### config.mk
export PLATFORM = sky130hd
export DESIGN_NAME = wiegand_frame_receiver
export DESIGN_NICKNAME = d
export VERILOG_FILES = /design/src/rtl/wfr_pkg.sv /design/src/rtl/wfr_core.sv /design/src/rtl/wfr_obuf.sv /design/src/rtl/wiegand_frame_receiver.sv
export VERILOG_INCLUDE_DIRS = /design/src /design/src/rtl
export SDC_FILE = /design/constraint.sdc
export NUM_CORES = 1
export LEC_CHECK = 0
export BUFFER_PORTS_ARGS = -buffer_cell sky130_fd_sc_hd__buf_2
export CORE_MARGIN = 5
export CORE_UTILIZATION = 67
export CTS_BUF_LIST = sky130_fd_sc_hd__clkbuf_4 sky130_fd_sc_hd__clkbuf_8
export DETAILED_ROUTE_END_ITERATION = 10
export PLACE_DENSITY = 0.84
export SLEW_MARGIN = 30
export SYNTH_ARGS = -nofsm -noshare
export SYNTH_HDL_FRONTEND = slang
export SYNTH_HIERARCHICAL = 1
export SYNTH_SLANG_ARGS = --single-unit
export TNS_END_PERCENT = 20
### constraint.sdc
create_clock -name clk -period 10.1 [get_ports clk]
set_input_delay 1.01 -clock clk [delete_from_list [all_inputs] [get_ports clk]]
set_output_delay 1.01 -clock clk [all_outputs]
set_load 0.05 [all_outputs]
### src/rtl/assert_macros.svh
// Assertion macros shared by the frame receiver modules.
`ifndef ASSERT_MACROS_SVH
`define ASSERT_MACROS_SVH

`ifndef ASSERT_OFF
// Check that a condition implies another in the same cycle.
`define ASSERT_IMPLIES(label, clk, rst_n, ante, cons) \
	label: assert property (@(posedge clk) disable iff (!rst_n) (ante) |-> (cons)) \
		else $error("assertion failed: same-cycle implication");
// Check that a condition implies another in the next cycle.
`define ASSERT_NEXT(label, clk, rst_n, ante, cons) \
	label: assert property (@(posedge clk) disable iff (!rst_n) (ante) |=> (cons)) \
		else $error("assertion failed: next-cycle implication");
`else
`define ASSERT_IMPLIES(label, clk, rst_n, ante, cons)
`define ASSERT_NEXT(label, clk, rst_n, ante, cons)
`endif

`endif

### src/rtl/wfr_pkg.sv
// Shared types and constants of the Wiegand frame receiver.
`timescale 1ns / 1ps

package wfr_pkg;

	localparam int CFG_IDX_W   = 2;
	localparam int CFG_DATA_W  = 10;
	localparam int FRAME_W     = 32;

	localparam logic [CFG_IDX_W-1:0] CFG_TIMEOUT = 2'd0;
	localparam logic [CFG_IDX_W-1:0] CFG_HOLDOFF = 2'd1;
	localparam logic [CFG_IDX_W-1:0] CFG_CHANNEL = 2'd2;

	localparam logic [7:0] TIMEOUT_RESET = 8'd20;
	localparam logic [9:0] HOLDOFF_RESET = 10'd150;

	localparam logic FUNC_TICK   = 1'b0;
	localparam logic FUNC_STROBE = 1'b1;

	typedef struct packed {
		logic [7:0] timeout_ticks;
		logic [9:0] holdoff_ticks;
		logic       channel_id;
	} cfg_t;

	typedef struct packed {
		logic               channel;
		logic [7:0]         bit_count;
		logic [FRAME_W-1:0] frame_data;
		logic               overflow;
	} result_t;

endpackage

### src/rtl/wfr_core.sv
// Frame assembly: bit buffer, bit counter, silence timer and holdoff counter.
`timescale 1ns / 1ps
`include "assert_macros.svh"

module wfr_core #(
	parameter int FRAME_BYTES = 4
) (
	input  logic             clk,
	input  logic             arst_n,
	input  logic             accept,
	input  logic             func,
	input  logic             data_bit,
	input  wfr_pkg::cfg_t    cfg,
	output logic             push,
	output wfr_pkg::result_t res
);
	import wfr_pkg::*;

	localparam int CAP_BITS = 8 * FRAME_BYTES;
	localparam int IDX_W    = $clog2(CAP_BITS);

	// buffer is kept left-aligned: the first bit lands in the top position
	logic [CAP_BITS-1:0] buf_q;
	logic [7:0]          bits_q;
	logic                ovf_q;
	logic                timer_q;
	logic [7:0]          silence_q;
	logic [9:0]          holdoff_q;

	logic               strobe;
	logic               tick;
	logic               room;
	logic [IDX_W-1:0]   wpos;
	logic [7:0]         limit;
	logic [7:0]         silence_inc;
	logic [FRAME_W-1:0] frame;

	always_comb begin
		strobe      = accept && (func == FUNC_STROBE);
		tick        = accept && (func == FUNC_TICK);
		room        = bits_q < 8'(CAP_BITS);
		wpos        = IDX_W'(CAP_BITS - 1) - bits_q[IDX_W-1:0];
		limit       = (cfg.timeout_ticks == 8'd0) ? 8'd1 : cfg.timeout_ticks;
		silence_inc = (silence_q == 8'hFF) ? silence_q : silence_q + 8'd1;
		push        = tick && timer_q && (silence_inc >= limit);
	end

	generate
		if (CAP_BITS >= FRAME_W) begin : g_wide
			assign frame = buf_q[CAP_BITS-1 -: FRAME_W];
		end else begin : g_narrow
			assign frame = {buf_q, {(FRAME_W - CAP_BITS){1'b0}}};
		end
	endgenerate

	always_comb begin
		res.channel    = cfg.channel_id;
		res.bit_count  = bits_q;
		res.frame_data = frame;
		res.overflow   = ovf_q;
	end

	always_ff @(posedge clk or negedge arst_n) begin
		if (!arst_n) begin
			buf_q     <= '0;
			bits_q    <= '0;
			ovf_q     <= 1'b0;
			timer_q   <= 1'b0;
			silence_q <= '0;
			holdoff_q <= '0;
		end else if (push) begin
			// frame ends: clear and start holdoff
			buf_q     <= '0;
			bits_q    <= '0;
			ovf_q     <= 1'b0;
			timer_q   <= 1'b0;
			silence_q <= '0;
			holdoff_q <= cfg.holdoff_ticks;
		end else if (strobe && (holdoff_q == 10'd0)) begin
			if (room) begin
				buf_q[wpos] <= data_bit;
			end else begin
				ovf_q <= 1'b1;
			end
			if (bits_q != 8'hFF) begin
				bits_q <= bits_q + 8'd1;
			end
			timer_q   <= 1'b1;
			silence_q <= '0;
		end else if (tick) begin
			if (timer_q) begin
				silence_q <= silence_inc;
			end else if (holdoff_q != 10'd0) begin
				holdoff_q <= holdoff_q - 10'd1;
			end
		end
	end

	`ASSERT_IMPLIES(a_holdoff_idle, clk, arst_n, holdoff_q != 10'd0, !timer_q)
	`ASSERT_IMPLIES(a_timer_has_bits, clk, arst_n, timer_q, bits_q != 8'd0)
	`ASSERT_IMPLIES(a_ovf_full, clk, arst_n, ovf_q, !room)

endmodule

### src/rtl/wfr_obuf.sv
// Two-entry result buffer: output register plus skid register.
`timescale 1ns / 1ps
`include "assert_macros.svh"

module wfr_obuf (
	input  logic             clk,
	input  logic             arst_n,
	input  logic             push,
	input  wfr_pkg::result_t push_data,
	input  logic             out_stall,
	output logic             out_valid,
	output wfr_pkg::result_t out_data,
	output logic             full
);
	import wfr_pkg::*;

	logic    head_valid_q;
	result_t head_q;
	logic    skid_valid_q;
	result_t skid_q;
	logic    pop;

	assign pop       = head_valid_q && !out_stall;
	assign out_valid = head_valid_q;
	assign out_data  = head_q;
	assign full      = skid_valid_q;

	always_ff @(posedge clk or negedge arst_n) begin
		if (!arst_n) begin
			head_valid_q <= 1'b0;
			skid_valid_q <= 1'b0;
		end else if (pop) begin
			if (skid_valid_q) begin
				head_valid_q <= 1'b1;
				skid_valid_q <= push;
			end else begin
				head_valid_q <= push;
			end
		end else if (!head_valid_q) begin
			head_valid_q <= push;
		end else if (push) begin
			skid_valid_q <= 1'b1;
		end
	end

	always_ff @(posedge clk) begin
		if (pop) begin
			if (skid_valid_q) begin
				head_q <= skid_q;
				if (push) begin
					skid_q <= push_data;
				end
			end else if (push) begin
				head_q <= push_data;
			end
		end else if (!head_valid_q) begin
			if (push) begin
				head_q <= push_data;
			end
		end else if (push) begin
			skid_q <= push_data;
		end
	end

	`ASSERT_IMPLIES(a_no_overrun, clk, arst_n, push && skid_valid_q, pop)
	`ASSERT_IMPLIES(a_skid_behind_head, clk, arst_n, skid_valid_q, head_valid_q)
	`ASSERT_NEXT(a_push_lands, clk, arst_n, push && !head_valid_q, head_valid_q)

endmodule

### src/rtl/wiegand_frame_receiver.sv
// Top level of the Wiegand frame receiver: configuration registers and glue.
`timescale 1ns / 1ps

// Wiegand frame receiver. Each input transfer is either a time tick
// (func = 0) or a bit strobe (func = 1) carrying the data line level.
// A strobe stores its bit, counts it and restarts the silence timer; once
// timeout_ticks ticks pass with no strobe the tick that ends the frame
// produces one output transfer with the bits left-aligned in frame_data
// (first bit at bit 31, zero padded), the saturating bit count, the channel
// and an overflow flag for bits past the 8*FRAME_BYTES bit buffer. Strobes
// are then ignored for holdoff_ticks ticks. Throughput is one input transfer
// per clock while in_stall is low: every item updates the frame state, and a
// finished frame goes into a two-entry output buffer (output register plus
// skid register) so input keeps flowing while a result waits. in_stall is
// raised only while both entries hold frames. Configuration writes
// (0 timeout_ticks, 1 holdoff_ticks, 2 channel_id) take effect on the next
// item; write them only while the block is idle. No clearing pass after reset.
module wiegand_frame_receiver #(
	parameter int FRAME_BYTES = 4
) (
	input  logic                           clk,
	input  logic                           arst_n,
	input  logic                           in_valid,
	output logic                           in_stall,
	input  logic                           func,
	input  logic                           data_bit,
	input  logic                           cfg_we,
	input  logic [wfr_pkg::CFG_IDX_W-1:0]  cfg_idx,
	input  logic [wfr_pkg::CFG_DATA_W-1:0] cfg_data,
	output logic                           out_valid,
	input  logic                           out_stall,
	output logic                           channel,
	output logic [7:0]                     bit_count,
	output logic [wfr_pkg::FRAME_W-1:0]    frame_data,
	output logic                           overflow
);
	import wfr_pkg::*;

	cfg_t    cfg_q;
	logic    accept;
	logic    push;
	result_t res;
	result_t out_data;
	logic    full;

	// Configuration registers; writes to unused indexes are dropped.
	always_ff @(posedge clk or negedge arst_n) begin
		if (!arst_n) begin
			cfg_q.timeout_ticks <= TIMEOUT_RESET;
			cfg_q.holdoff_ticks <= HOLDOFF_RESET;
			cfg_q.channel_id    <= 1'b0;
		end else if (cfg_we) begin
			case (cfg_idx)
				CFG_TIMEOUT: cfg_q.timeout_ticks <= cfg_data[7:0];
				CFG_HOLDOFF: cfg_q.holdoff_ticks <= cfg_data[9:0];
				CFG_CHANNEL: cfg_q.channel_id    <= cfg_data[0];
				default: ;
			endcase
		end
	end

	// Hold input only when the skid entry is occupied.
	assign in_stall = full;
	assign accept   = in_valid && !in_stall;

	wfr_core #(
		.FRAME_BYTES(FRAME_BYTES)
	) u_core (
		.clk      (clk),
		.arst_n   (arst_n),
		.accept   (accept),
		.func     (func),
		.data_bit (data_bit),
		.cfg      (cfg_q),
		.push     (push),
		.res      (res)
	);

	wfr_obuf u_obuf (
		.clk       (clk),
		.arst_n    (arst_n),
		.push      (push),
		.push_data (res),
		.out_stall (out_stall),
		.out_valid (out_valid),
		.out_data  (out_data),
		.full      (full)
	);

	assign channel    = out_data.channel;
	assign bit_count  = out_data.bit_count;
	assign frame_data = out_data.frame_data;
	assign overflow   = out_data.overflow;

endmodule

==> out/results.md, run 1 <==
* ha_1 -> nand3_1 -> nor3_1 -> nor3_1 -> xor2_1 -> ha_1 -> nand4_1 -> o31ai_1 -> nand2_1 -> clkinv_2 -> buf_4 -> mux2_4 -> mux2_4 — list of cells traversed by the critical path
* 6 — Detailed Routing Iterations Pass 1
* 0.00828 sq mm — synthesized cell area
* 0.528 — period utilisation layout
* 0 — CTS hold repair buffers
* u_core/buf_q[21] — hold path startpoint
* 0 — # setup viols final
* 0 — Pins Over Slew Limit
* 0 — number of antenna violations at the first check in global routing
* 11,000 um — Final HPWL DP
* 0 — number of instances on the worst hold path
* buf_4 — Max stage delay cell, worst path
* 0.550 — sequential-to-total area share from yosys stat
* 10.30 ns — required time of the critical path
* 0.77 ns — largest incremental delay on the critical path
* done — clock tree from TritonCTS
* 0.187 GHz — highest clock frequency the design can meet
* 245 mW/mm^2 — ratio of total power to cell area
* 6.10 — via-per-instance ratio
* 5,344 — routed vias
* 8.04% — area growth from synthesis to layout
* 0.491 — fraction of registers with async set/reset
* 12.7 sq um — Mean Syn Cell Area
* 26,700 um — wire length of the first global-routing pass
* flop to flop — path type of the worst setup path
* 0.305 — Synth top area share
* 62 — largest net degree at the start of global routing
* 650 — gate count of the mapped netlist
* 844 — post-placement cell count
* 2 — crit path buf inv count
* 0.0121 sq mm — floorplan core area
* 4.77 ns — Worst Slack Setup Final
* 0.00395 uW — Leak Pwr
* 63 — top-level port count
* 4.83 ns — Setup WS pre-CTS
* 16,200 um — Detailed Route WL
* 165 — TritonCTS Sinks
* 84 — Post-synth EDFFs
* 18.5 um — routed length per placed instance
* flop — Setup crit start kind
* 0.0209 ns — final clock skew
* 0.491 ns — worst hold margin
* 0.46 ns — clock latency at the later pin of the worst-skew pair
* 0.687 — effective utilization at floorplan
* 728 — final-stage net count
* 0.0147 sq mm — area of the die
* 0.411 — worst slew margin relative to its limit
* 0 — final antenna-violating net count
* 165 — flops & latches, synth
* edfxtp_1 — leading area contributor after synthesis
* flop to flop — Min-Delay Path Class
* 40 — Site Rows
* edfxtp_1 — most common cell after layout, fill and taps aside
* 2 — number of buffers on the longest clock path
* clkbuf_8 — clock root buffer
* 6 — number of synthesis warnings
* 61 — CP Max Fanout
* edfxtp_1 (30%), dfrtp_1 (23%), mux2_4 (14%) — Synth area leaders
* 4 — CTS H-tree depth
* 62 — PortBufs
* u_core/silence_q[0] — worst r2r src
* 121 um — height of the die
* 0 — post-detailed-route DRC marker count
* 463 — DRC violation total after the first TritonRoute iteration
* complete, no violations — run status
* u_core/silence_q[0] — beginning of the critical path
* 0.232 — global router's overall resource usage
* 13 — depth of the most critical reg-to-reg path
* 121 um — floorplan die width
* simple AND/OR/NAND/NOR gates — critical path's top delay family
* 17 — number of buffers inserted during clock tree synthesis
* 5.54 ns — critical path arrival
* 0 — GR Overflow Total
* 57 — Cell variety after synth
* 0 ns — total negative slack
* flop — kind of end point of the critical path
* 13 — number of logic stages on the critical path including buffering
* 0.883 ns — slew at the pin closest to its max-slew limit
* 876 — final standard cell count with taps included and fillers excluded
* 683 — number of nets produced by synthesis
* 765 — fill cell instance count of the final layout
* false — setup repair after global routing missed its margin
* 2190 uW — power consumption
* edfxtp_1 (84), mux2_4 (78), dfrtp_1 (75) — commonest cells after routing, fill and taps aside
* 0.319 — layout cell share with drive strength beyond 1
* 0 — total of cells resized after clock tree synthesis
* 0.08 ns — Worst-path clk slew
* 5.33 ns — minimum period implied by the final worst setup slack
* 0 — Post CTS Setup Buffer Count
* 0 — Fin. Hold Viols
* 0 — number of max-capacitance violations reported
* edfxtp_1 — predominant post-synthesis flop cell
* 5,419 — number of global-route vias before repair
* 0.847 — global placement routability congestion
* 0.115 mV — maximum resistive drop on vdd
* 0 — ant diodes
## per-stage QoR
step / utilization / area (sq um)
after floorplan: - / 8280
after global placement: 0.708 / 8540
after detailed placement: 0.712 / 8590
after CTS: 0.741 / 8940
after global routing: 0.742 / 8950
final: 0.742 / 8950
## synthesized netlist by cell type (15+ instances only)
cell / count
nand2_1: 60
mux2_2: 29
edfxtp_1: 84
dfrtp_1: 75
clkbuf_1: 16
o21ai_0: 18
a21oi_1: 41
mux2_4: 78
o21ai_1: 22
nor2_1: 59
inv_1: 15
## final timing paths
path	endpoint	slack, ns
max	u_obuf/out_data[32]	4.77
min	u_obuf/skid_q[22]	0.49
max reg2reg	u_obuf/out_data[32]	4.77
min reg2reg	u_obuf/skid_q[22]	0.49
max in group asynchronous	cfg_q[2]	8.99
min in group asynchronous	u_core/bits_q[1]	0.50
## flip-flops by register name (all words and copies together) (netlist names)
| register | count |
|---|---|
| u_core/ovf_q | 1 |
| u_core/holdoff_q | 10 |
| cfg_q | 19 |
| u_obuf/out_data | 42 |
| u_core/buf_q | 32 |
| u_core/silence_q | 8 |
| u_obuf/full | 1 |
| u_core/bits_q | 8 |
| u_obuf/out_valid | 1 |
| u_obuf/skid_q | 42 |
| u_core/timer_q | 1 |
## power breakdown
group	switching [uW]	internal [uW]	total (uW)
combinational	470	318	788
clock	233	197	430
sequential	108	864	972
total	811	1380	2190
## area by class of cell
cell class | count | area (sq um) | area share
Inverter | 15 | 57.6 | 0.00643
Clock buffer | 24 | 299 | 0.0334
Clock inverter | 8 | 52.6 | 0.00587
Timing Repair Buffer | 65 | 375 | 0.0420
Tap cell | 168 | 210 | 0.0235
Sequential cell | 165 | 4560 | 0.509
Multi-Input combinational cell | 431 | 3400 | 0.380
## layer usage
metal  vias to the layer above  wire [um]  track usage
li1                       2449          -            -
met1                      2668       6550        0.277
met2                       191       8470        0.410
met3                        36        802       0.0531
met4                         0        350       0.0847
met5                         -          0            0
## cell families (layout without fill, tap and decap cells)
kind of cell             Yosys count  count (layout)  share of synthesized area
AO/OA/AOI/OAI                    111             111                     0.0796
XOR/XNOR                          11              11                     0.0116
adder cells (fa/ha/maj)           14              14                     0.0212
buffers and inverters             54             112                     0.0415
flip-flops                       165             165                      0.550
multiplexers                     109             109                      0.183
AND/OR/NAND/NOR                  186             186                      0.113
## worst register-to-register path: stages, from the launching register on
cell and delay (ns):
dfrtp_1 0.43, ha_1 0.27, nand3_1 0.19, nor3_1 0.56, nor3_1 0.13, xor2_1 0.19, ha_1 0.31, nand4_1 0.13
o31ai_1 0.63, nand2_1 0.33, clkinv_2 0.47, buf_4 0.78, mux2_4 0.41, mux2_4 0.26
Note: power is estimated with default switching activity, not from simulation.
==> run 2: changes to the inputs <==
ABC_AREA = 1   (was default)
CORE_UTILIZATION = 63   (was 67)
PLACE_DENSITY = 0.79   (was 0.84)
clock period = 5 ns   (was 10.1 ns; I/O delays follow)
==> out/results.md, run 2 <==
* 62 — PortBufs, unchanged
* 6,430 — number of global-route vias before repair, was 5,419
* 0 — final antenna-violating net count, unchanged
* 0.00932 sq mm — area of all placed cells without fillers, was 0.00895 sq mm
* 165 — flops & latches, synth, unchanged
* 997 — number of nets produced by synthesis, was 683
* 43 — Site Rows, was 40
* 0 — Pins Over Slew Limit, unchanged
* clkbuf_8 — clock root buffer, unchanged
* 3.76 ns — minimum period implied by the final worst setup slack, was 5.33 ns
* 0.266 GHz — highest clock frequency the design can meet, was 0.187 GHz
* 5.22 ns — required time of the critical path, was 10.30 ns
* 0 — Fin. Hold Viols, unchanged
* 0.09 ns — Worst-path clk slew, was 0.08 ns
* 0 — Post CTS Setup Buffer Count, unchanged
* 31,400 um — wire length of the first global-routing pass, was 26,700 um
* 0.751 — period utilisation layout, was 0.528
* edfxtp_1 — predominant post-synthesis flop cell, unchanged
* nand2_1 (375), nand4_1 (94), edfxtp_1 (84), inv_1 (80), dfrtp_1 (75) — most numerous cell types in the synthesized netlist, was edfxtp_1 (84), mux2_4 (78), dfrtp_1 (75), nand2_1 (60), nor2_1 (59)
* complete, no violations — run status, unchanged
* 518 mW/mm^2 — ratio of total power to cell area, was 245 mW/mm^2
* 0.464 — worst slew margin relative to its limit, was 0.411
* 0.680 — core occupancy in the finished layout, was 0.742
* 18,700 um — Detailed Route WL, was 16,200 um
* 0.290 — Synth top area share, was 0.305
* edfxtp_1 — leading area contributor after synthesis, unchanged
* 63 — top-level port count, unchanged
* 0.806 — global placement routability congestion, was 0.847
* 84 — Post-synth EDFFs, unchanged
* 128 um — height of the die, was 121 um
* 1.32 ns — Setup WS pre-CTS, was 4.83 ns
* 4 — CTS H-tree depth, unchanged
* 128 um — floorplan die width, was 121 um
* 11,600 um — Final HPWL DP, was 11,000 um
* nand2_1 — most common cell after layout, fill and taps aside, was edfxtp_1
* 9.02 sq um — Mean Syn Cell Area, was 12.7 sq um
* 1.24 ns — Worst Slack Setup Final, was 4.77 ns
* 42 — Cell variety after synth, was 57
* flop — kind of end point of the critical path, unchanged
* 0.0137 sq mm — floorplan core area, was 0.0121 sq mm
* edfxtp_1 (29%), dfrtp_1 (22%), nand2_1 (16%) — Synth area leaders, was edfxtp_1 (30%), dfrtp_1 (23%), mux2_4 (14%)
* 89 — largest net degree at the start of global routing, was 62
* 0 ns — total negative slack, unchanged
* 0.00870 sq mm — synthesized cell area, was 0.00828 sq mm
* 6,740 — routed vias, was 5,344
* 1,031 — final-stage net count, was 728
* 0 — ant diodes, unchanged
* 165 — TritonCTS Sinks, unchanged
* 964 — gate count of the mapped netlist, was 650
* 0 — total of cells resized after clock tree synthesis, unchanged
* 0 — number of antenna violations at the first check in global routing, unchanged
* 0.803 ns — slew at the pin closest to its max-slew limit, was 0.883 ns
* 2780 uW — Pint, was 1380 uW
* 0 — CTS hold repair buffers, unchanged
* 0.0163 sq mm — area of the die, was 0.0147 sq mm
* done — clock tree from TritonCTS, unchanged
* 3.98 ns — critical path arrival, was 5.54 ns
* 2 — number of buffers on the longest clock path, unchanged
* nand2_1 (374), nand4_1 (94), edfxtp_1 (84) — commonest cells after routing, fill and taps aside, was edfxtp_1 (84), mux2_4 (78), dfrtp_1 (75)
* 17 — number of buffers inserted during clock tree synthesis, unchanged
* 0.46 ns — clock latency at the later pin of the worst-skew pair, about the same
* 5.66 — via-per-instance ratio, was 6.10
* 0.165 — layout cell share with drive strength beyond 1, was 0.319
* flop — Setup crit start kind, unchanged
* 0.0627 ns — worst hold margin, was 0.491 ns
* 54 — CP Max Fanout, was 61
* 0.0129 ns — final clock skew, was 0.0209 ns
* 2050 uW — net switching power, was 811 uW
* 0 — post-detailed-route DRC marker count, unchanged
* 0.491 — fraction of registers with async set/reset, unchanged
* 0.416 — sequential fraction of design power, was 0.444
* 15.7 um — routed length per placed instance, was 18.5 um
* 0.424 — net switching fraction of the power, was 0.370
* 6 — number of synthesis warnings, unchanged
* 0.239 — global router's overall resource usage, was 0.232
* 0 — # setup viols final, unchanged
* input port to async pin — Min-Delay Path Class, was flop to flop
* 0.634 — effective utilization at floorplan, was 0.687
* 542 — DRC violation total after the first TritonRoute iteration, was 463
* false — setup repair after global routing missed its margin, unchanged
* 5 — Detailed Routing Iterations Pass 1, was 6
* 0.214 — fraction of power consumed by the clock network, was 0.196
* 0 — number of max-capacitance violations reported, unchanged
* 0 — GR Overflow Total, unchanged
* 7.19% — area growth from synthesis to layout, was 8.04%
* flop to flop — path type of the worst setup path, unchanged
* 0.241 mV — maximum resistive drop on vdd, was 0.115 mV
* 0.00889 sq mm — Placed Instance Area, was 0.00859 sq mm
* 0.370 — power share of the combinational group, was 0.360
* 0.524 — sequential-to-total area share from yosys stat, was 0.550
* 0.00469 uW — Leak Pwr, was 0.00395 uW
* nand2_1 — most frequent cell after synthesis, was edfxtp_1
run 2: cell types whose count changed in the layout (fill, tap and decap cells not counted), moves of 22 or more:
cell / previous run / this run
nand2_1: 59 / 374
nand4_1: 3 / 94
mux2_4: 78 / 0
inv_1: 14 / 80
a21oi_1: 41 / 6
o211ai_2: 0 / 30
mux2_2: 29 / 0
nand3_1: 14 / 43
nor2_1: 58 / 36
run 2: layout make-up:
| type | count | area (sq um) |
|---|---|---|
| multi-input combinational | 660 | 3410 |
| timing repair buffer | 68 | 378 |
| sequential | 165 | 4560 |
| fill | 1126 | 4400 |
| clock inverter | 14 | 184 |
| clock buffer | 18 | 241 |
| inverter | 86 | 329 |
| tap | 180 | 225 |
run 2: metrics by stage:
step	instances	total power, uW
floorplan	964	3430
global placement	1159	3760
detailed placement	1159	3820
CTS	1191	4860
global route	1191	5130
finish	1191	4830
run 2: worst paths after layout:
check                               startpoint             endpoint  slack (ns)  depth (start not counted)
max                        u_core/silence_q[1]  u_obuf/out_data[15]        1.24                         21
min                                     arst_n  u_core/silence_q[2]        0.06                          1
max reg2reg                u_core/silence_q[1]  u_obuf/out_data[15]        1.24                         21
min reg2reg                           cfg_q[2]             cfg_q[2]        0.47                          2
max in group asynchronous               arst_n     u_obuf/out_valid        4.38                          1
min in group clk                   cfg_data[4]            cfg_q[15]        0.27                          3
run 2: worst max-delay path: stages (launching register included):
cell	delay (ns)
dfrtp_1	0.40
ha_1	0.21
nand3_1	0.14
nor2_1	0.19
nand3_1	0.21
o21ai_0	0.25
inv_1	0.07
ha_1	0.29
nand2_1	0.06
nand3b_1	0.08
nand2_1	0.06
nand2_1	0.05
nand2_1	0.13
nand2_2	0.12
nand2_4	0.05
inv_1	0.07
buf_4	0.50
inv_6	0.25
nand2_1	0.15
nand2_1	0.07
nand2_1	0.07
nand2_1	0.06
run 2: kinds of logic (layout without fill, tap and decap cells):
group | count (synthesis) | count (layout) | synth area share
compound gates | 55 | 55 | 0.0596
xor+xnor | 10 | 10 | 0.0101
fa+ha+maj | 14 | 14 | 0.0201
buf+inv | 139 | 186 | 0.0846
flops | 165 | 165 | 0.524
simple gates | 581 | 581 | 0.302
run 2: layer usage:
layer / up-vias / routed length (um) / global-route usage
met5: - / 0 / 0
met4: 0 / 469 / 0.0997
met3: 36 / 972 / 0.0385
met2: 204 / 9150 / 0.394
met1: 3210 / 8100 / 0.316
li1: 3290 / - / -
run 2: power groups by stage:
stage	combinational (uW)	sequential, uW	clock (uW)
3_3_place_gp	1740	2020	0
6_report	1790	2010	1030
4_1_cts	1790	2010	1050
5_1_grt	1970	2050	1110
2_1_floorplan	814	2610	0
3_5_place_dp	1780	2030	0
